File: config.mk
export PLATFORM = sky130hd
export DESIGN_NAME = mta_front
export DESIGN_NICKNAME = d
export VERILOG_FILES = /design/src/rtl/core/assert_macros.svh /design/src/rtl/core/mta_pkg.sv /design/src/rtl/core/mta_front.sv
export SDC_FILE = /design/constraint.sdc
export NUM_CORES = 1
export LEC_CHECK = 0
export ABC_AREA = 1
export BUFFER_PORTS_ARGS = -buffer_cell sky130_fd_sc_hd__buf_4
export CAP_MARGIN = 20
export CORE_ASPECT_RATIO = 0.5
export CORE_MARGIN = 1
export CORE_UTILIZATION = 47
export CTS_CLUSTER_DIAMETER = 100
export CTS_CLUSTER_SIZE = 8
export DETAILED_ROUTE_END_ITERATION = 10
export PLACE_DENSITY_LB_ADDON = 0.12
export SLEW_MARGIN = 25
export SYNTH_ARGS = -nofsm -noshare
export SYNTH_HDL_FRONTEND = slang
export SYNTH_SLANG_ARGS = --single-unit
File: constraint.sdc
create_clock -name i_clk -period 10.16 [get_ports i_clk]
set_input_delay 1.016 -clock i_clk [delete_from_list [all_inputs] [get_ports i_clk]]
set_output_delay 1.016 -clock i_clk [all_outputs]
set_load 0.05 [all_outputs]
File: src/rtl/core/assert_macros.svh
// Assertion helpers shared by the RTL that checks itself.
`ifndef ASSERT_MACROS_SVH
`define ASSERT_MACROS_SVH

// A property that must hold at every clock edge outside reset.
`define MTA_ASSERT_HOLD(lbl, clk, rst_n, prop, msg) \
    lbl: assert property (@(posedge clk) disable iff (!rst_n) (prop)) else $error(msg);

// A condition that must hold in the same cycle as its cause.
`define MTA_ASSERT_IMPLY(lbl, clk, rst_n, ante, cons, msg) \
    lbl: assert property (@(posedge clk) disable iff (!rst_n) (ante) |-> (cons)) \
        else $error(msg);

// A condition that must hold in the cycle after its cause.
`define MTA_ASSERT_NEXT(lbl, clk, rst_n, ante, cons, msg) \
    lbl: assert property (@(posedge clk) disable iff (!rst_n) (ante) |=> (cons)) \
        else $error(msg);

`endif

File: src/rtl/core/mta_pkg.sv
package mta_pkg;

    localparam int VTX_DEPTH = 1024;
    localparam int VTX_AW    = $clog2(VTX_DEPTH);
    localparam int FRAC_BITS = 16;
    localparam int COORD_W   = 32;
    localparam int PROD_W    = 2 * COORD_W;
    localparam int DVD_W     = PROD_W + FRAC_BITS;
    localparam int STEP_W    = $clog2(DVD_W);
    localparam int SUM_W     = 48;
    localparam int CNT_W     = 8;
    localparam int FQ_DEPTH  = 2;
    localparam int FQ_AW     = $clog2(FQ_DEPTH);
    localparam int OQ_DEPTH  = 2;
    localparam int OQ_AW     = $clog2(OQ_DEPTH);

    localparam logic [1:0] REQ_LOAD = 2'd0;
    localparam logic [1:0] REQ_FACE = 2'd1;
    localparam logic [1:0] REQ_READ = 2'd2;

    typedef enum logic [1:0] {
        K_LOAD,
        K_FACE,
        K_READ
    } t_kind;

    typedef logic signed [COORD_W-1:0] t_coord;

    typedef struct packed {
        t_kind             kind;
        logic [VTX_AW-1:0] vidx;
        t_coord            px;
        t_coord            py;
        t_coord            pz;
        t_coord            tu;
        t_coord            tv;
        logic [VTX_AW-1:0] fa;
        logic [VTX_AW-1:0] fb;
        logic [VTX_AW-1:0] fc;
    } t_item;

    typedef struct packed {
        logic  valid;
        t_item item;
    } t_qhead;

    typedef struct packed {
        t_coord px;
        t_coord py;
        t_coord pz;
        t_coord tu;
        t_coord tv;
    } t_vertex;

    typedef struct packed {
        logic signed [SUM_W-1:0] sx;
        logic signed [SUM_W-1:0] sy;
        logic signed [SUM_W-1:0] sz;
        logic [CNT_W-1:0]        cnt;
    } t_accum;

    typedef struct packed {
        logic [VTX_AW-1:0] idx;
        t_coord            tx;
        t_coord            ty;
        t_coord            tz;
        logic [CNT_W-1:0]  cnt;
    } t_result;

    localparam t_coord D_MAX = {1'b0, {(COORD_W-1){1'b1}}};
    localparam t_coord D_NEG = {1'b1, {(COORD_W-2){1'b0}}, 1'b1};
    localparam t_coord Q_MIN = {1'b1, {(COORD_W-1){1'b0}}};

    // Difference of two coordinates, clamped to the symmetric 32-bit range.
    function automatic t_coord f_delta(input t_coord hi, input t_coord lo);
        logic [COORD_W:0] d;
        d = {hi[COORD_W-1], hi} - {lo[COORD_W-1], lo};
        if (!d[COORD_W] && d[COORD_W-1]) begin
            return D_MAX;
        end else if (d[COORD_W] && (!d[COORD_W-1] || d[COORD_W-2:0] == '0)) begin
            return D_NEG;
        end
        return t_coord'(d[COORD_W-1:0]);
    endfunction

    function automatic logic signed [SUM_W-1:0] f_sum_add(input logic signed [SUM_W-1:0] s,
                                                          input t_coord t);
        logic [SUM_W:0] r;
        r = {s[SUM_W-1], s} + {{(SUM_W+1-COORD_W){t[COORD_W-1]}}, t};
        if (r[SUM_W] != r[SUM_W-1]) begin
            return r[SUM_W] ? {1'b1, {(SUM_W-1){1'b0}}} : {1'b0, {(SUM_W-1){1'b1}}};
        end
        return r[SUM_W-1:0];
    endfunction

    function automatic logic [CNT_W-1:0] f_cnt_inc(input logic [CNT_W-1:0] c);
        return (c == '1) ? c : c + 1'b1;
    endfunction

    function automatic logic [PROD_W-1:0] f_abs(input logic signed [PROD_W-1:0] x);
        return x[PROD_W-1] ? -x : x;
    endfunction

    function automatic logic [SUM_W-1:0] f_abs_sum(input logic signed [SUM_W-1:0] x);
        return x[SUM_W-1] ? -x : x;
    endfunction

endpackage

File: src/rtl/core/mta_front.sv
module mta_front import mta_pkg::*; (
    input  logic              i_clk,
    input  logic              i_rst_n,
    input  logic              i_push,
    input  logic [1:0]        i_req_type,
    input  logic [VTX_AW-1:0] i_vertex_index,
    input  t_coord            i_pos_x,
    input  t_coord            i_pos_y,
    input  t_coord            i_pos_z,
    input  t_coord            i_tex_u,
    input  t_coord            i_tex_v,
    input  logic [VTX_AW-1:0] i_face_first,
    input  logic [VTX_AW-1:0] i_face_second,
    input  logic [VTX_AW-1:0] i_face_third,
    output logic              o_full,
    output t_qhead            o_head,
    input  logic              i_take
);

    localparam int QC_W = FQ_AW + 1;

    t_item            r_q [FQ_DEPTH];
    logic [FQ_AW-1:0] r_wp;
    logic [FQ_AW-1:0] r_rp;
    logic [QC_W-1:0]  r_cnt;
    t_item            w_item;
    logic             w_keep;
    logic             w_store;
    logic             w_take;

    always_comb begin
        w_item.vidx = i_vertex_index;
        w_item.px   = i_pos_x;
        w_item.py   = i_pos_y;
        w_item.pz   = i_pos_z;
        w_item.tu   = i_tex_u;
        w_item.tv   = i_tex_v;
        w_item.fa   = i_face_first;
        w_item.fb   = i_face_second;
        w_item.fc   = i_face_third;
        w_keep      = 1'b1;
        unique case (i_req_type)
            REQ_LOAD: w_item.kind = K_LOAD;
            REQ_FACE: w_item.kind = K_FACE;
            REQ_READ: w_item.kind = K_READ;
            default: begin
                w_item.kind = K_LOAD;
                w_keep      = 1'b0;
            end
        endcase
    end

    assign o_full       = (r_cnt == QC_W'(FQ_DEPTH));
    assign w_store      = i_push && !o_full && w_keep;
    assign w_take       = i_take && (r_cnt != '0);
    assign o_head.valid = (r_cnt != '0);
    assign o_head.item  = r_q[r_rp];

    always_ff @(posedge i_clk) begin
        if (!i_rst_n) begin
            r_wp  <= '0;
            r_rp  <= '0;
            r_cnt <= '0;
        end else begin
            if (w_store) begin
                r_wp <= r_wp + 1'b1;
            end
            if (w_take) begin
                r_rp <= r_rp + 1'b1;
            end
            unique case ({w_store, w_take})
                2'b10:   r_cnt <= r_cnt + 1'b1;
                2'b01:   r_cnt <= r_cnt - 1'b1;
                default: r_cnt <= r_cnt;
            endcase
        end
    end

    always_ff @(posedge i_clk) begin
        if (w_store) begin
            r_q[r_wp] <= w_item;
        end
    end

endmodule

==> impl_summary.txt <==
----------------------------------------------------
[Worst setup path]
  Worst setup path class ... flip-flop to output pin
  WP data required ... 9.14 ns
  Worst EP arrival ... 3.07 ns
  Top fanout value on the critical path ... 68
  Worst setup SP type ... flip-flop
  Crit end category ... output pin

[CTS]
  # hold bufs at CTS ... 0
  Number of resized instances in the post-cts repair step ... 0
  Clock sinks ... 409
  CTS buffer count ... 57
  Clock insertion delay at the later pin of the skew report ... 0.55 ns
  Max clock buf depth ... 3
  H-tree depth ... 2
  Root Driver ... clkbuf_16
  Post-CTS setup-driven buffer insertion count ... 0
  CTS tree ... yes
  Clock slew at the register clock pins of the worst setup and hold paths ... 0.05 ns

[Synth]
  Most frequent cell after synthesis ... edfxtp_1
  Ys async rst share ... 0%
  Count of cell types in the netlist ... 15
  Number of flops mapped to enable cells by yosys ... 404
  Count of synthesis-stage warnings from yosys ... 0
  Most common flop cell mapped by yosys ... edfxtp_1
  Post-synth top area cell ... edfxtp_1
  Biggest area contributors in the synthesized netlist ... edfxtp_1 (81%), mux2_2 (15%), buf_6 (1.4%)
  Proportion of netlist area held by the largest area contributor ... 81.4%
  Net count of the mapped netlist ... 879
  Sequential cell area fraction in the yosys report ... 82.1%
  Mean instance size in the synthesized netlist ... 22.2 um2
  Register bit total from synthesis ... 409
  Synthesized cell area ... 14900 um2
  Post-synthesis instance total ... 672
  Commonest cells post-synth ... edfxtp_1 (404), mux2_2 (202), buf_6 (18), nor2_1 (14), nand2_1 (10)

[Floorplan]
  Area of the die ... 32500 um2
  DIE HEIGHT ... 128 um
  I/O Pins ... 410
  # rows ... 45
  Starting Density ... 48.5%
  Standard cell core area ... 30700 um2
  Die Width ... 254 um

[STA]
  Final setup violation count ... 0
  Slew Limit Headroom ... 33.0%
  Post-layout min period ... 4.08 ns
  F_max ... 245 MHz
  Final Slew Violations ... 0
  Part of the cycle the worst path needs ... 40.2%
  Unrepaired setup endpoints after global routing ... no
  Measured slew at the worst slew-check pin ... 1.01 ns
  Post-route setup TNS ... 0 ns
  Smallest hold slack ... 0.482 ns
  Hold Violations, Final ... 0
  Clock skew ... 0.0165 ns
  Min setup slack post-route ... 6.08 ns

[GRT]
  Met1 Usage GRT ... 20.8%
  Largest net degree at the start of global routing ... 86
  Residual overflow from global routing ... 0
  Global routing's busiest layer ... met2
  Total global-route track usage ... 18.9%
  Global-route met2 utilization ... 36.0%
  Via count of the first global-routing pass ... 8099
  Global routing usage on met3 ... 4.85%
  First-pass GRT wire length ... 45700 um
  Initial antenna violation count ... 0

[Place]
  Worst Setup Slack post-DPL ... 6.19 ns
  HPWL reported at the end of detailed placement ... 20500 um
  Cell Count Post-Placement ... 1489
  Global placement routability congestion ... 0.779
  Number of port buffers ... 409

[Run status]
  Result of the run ... finished clean

[Final layout]
  Filler cell count ... 2260
  Area of the multi-input gates ... 2420 um2
  Signed area change from the synthesized netlist to the final layout ... 33.1%
  Flip-flop and latch area ... 12200 um2
  Share of post-route cells with drive strength above 1 ... 59.7%
  Ant. Diodes ... 0
  Non-filler instance count after layout ... 1560
  Nets ... 1332

[Power]
  Post-layout power ... 4.86 mW
  Peak supply drop ... 0.150 mV
  Static Leakage ... 7.35 nW
  Power Dens Cells ... 245 nW/um2

[Routing]
  Wire length per cell ... 19.9 um
  Initial DRC count ... 358
  Number of routed nets with antenna violations ... 0
  Vias per cell ... 4.85
  DR pass1 iterations ... 4
  Number of vias after detailed routing ... 7571
  Routed wire length ... 31100 um
  DR DRC count ... 0

[Hold path]
  Type of the worst min-delay path ... flip-flop to flip-flop

[Flow run]
  Number of max-cap violations ... 0

----------------------------------------------------
==> per-layer routing <==
metal | part of all wire, % | wire [um]
met2 | 57 | 17700
met5 | 0 | 0
met1 | 37 | 11300
met3 | 5.2 | 1600
met4 | 1.4 | 432
==> sequential cells by signal, indices dropped and copies added (netlist names), named ones only <==
signal  flops
r_cnt       2
r_rp        1
r_q       404
r_wp        1
==> stage by stage <==
| step | cell area (um2) | util, % |
|---|---|---|
| after floorplan | 14900 | - |
| after global placement | 18300 | 59.7 |
| after detailed placement | 18300 | 59.7 |
| after CTS | 19800 | 64.5 |
| after global routing | 19800 | 64.5 |
| final | 19800 | 64.5 |
==> layout by cell type (no fill, tap or decap), types with 2 or more instances in the layout <==
| master | netlist | final |
|---|---|---|
| nand4_1 | 2 | 2 |
| nand2_1 | 10 | 10 |
| mux2_2 | 202 | 202 |
| dfxtp_1 | 5 | 4 |
| edfxtp_1 | 404 | 404 |
| inv_1 | 8 | 7 |
| buf_4 | 2 | 415 |
| clkbuf_1 | 0 | 13 |
| nor2_1 | 14 | 13 |
| clkbuf_16 | 0 | 57 |
==> logic make-up after synthesis <==
family	Yosys count	share of synthesized area (%)
flops	409	82.1
mux	202	15.3
buf+inv	30	1.73
simple gates	27	0.722
compound gates	3	0.118
fa+ha+maj	1	0.0839
==> power breakdown <==
part | leakage [nW] | internal [mW] | switching (mW)
Sequential | 3.78 | 2.01 | 0.0497
Combinational | 2.85 | 0.395 | 0.790
Clock | 0.722 | 0.991 | 0.618
Total | 7.35 | 3.40 | 1.46
==> cell type report <==
| type | count | share of cell area [%] |
|---|---|---|
| clock inverter | 1 | 0.0442 |
| inverter | 8 | 0.189 |
| sequential | 409 | 61.7 |
| tap | 423 | 2.67 |
| clock buffer | 70 | 7.44 |
| multi-input combinational | 233 | 12.2 |
| timing repair buffer | 416 | 15.8 |
==> worst max-delay path, stage by stage (launching register included) <==
cell and delay [ns]:
dfxtp_4 0.98, buf_4 0.76, mux2_2 0.41, buf_4 0.19
==> worst paths after layout <==
| check | endpoint | slack (ns) | from | depth (start not counted) |
|---|---|---|---|---|
| worst min-delay path | r_rp | 0.48 | r_rp | 2 |
| worst max register to register | r_q[0][111] | 6.97 | r_cnt[0] | 6 |
| worst min register to register | r_rp | 0.48 | r_rp | 2 |
| worst max-delay path | o_head[117] | 6.08 | flip-flop | 3 |
No activity file was read; power rests on OpenSTA's default activity.
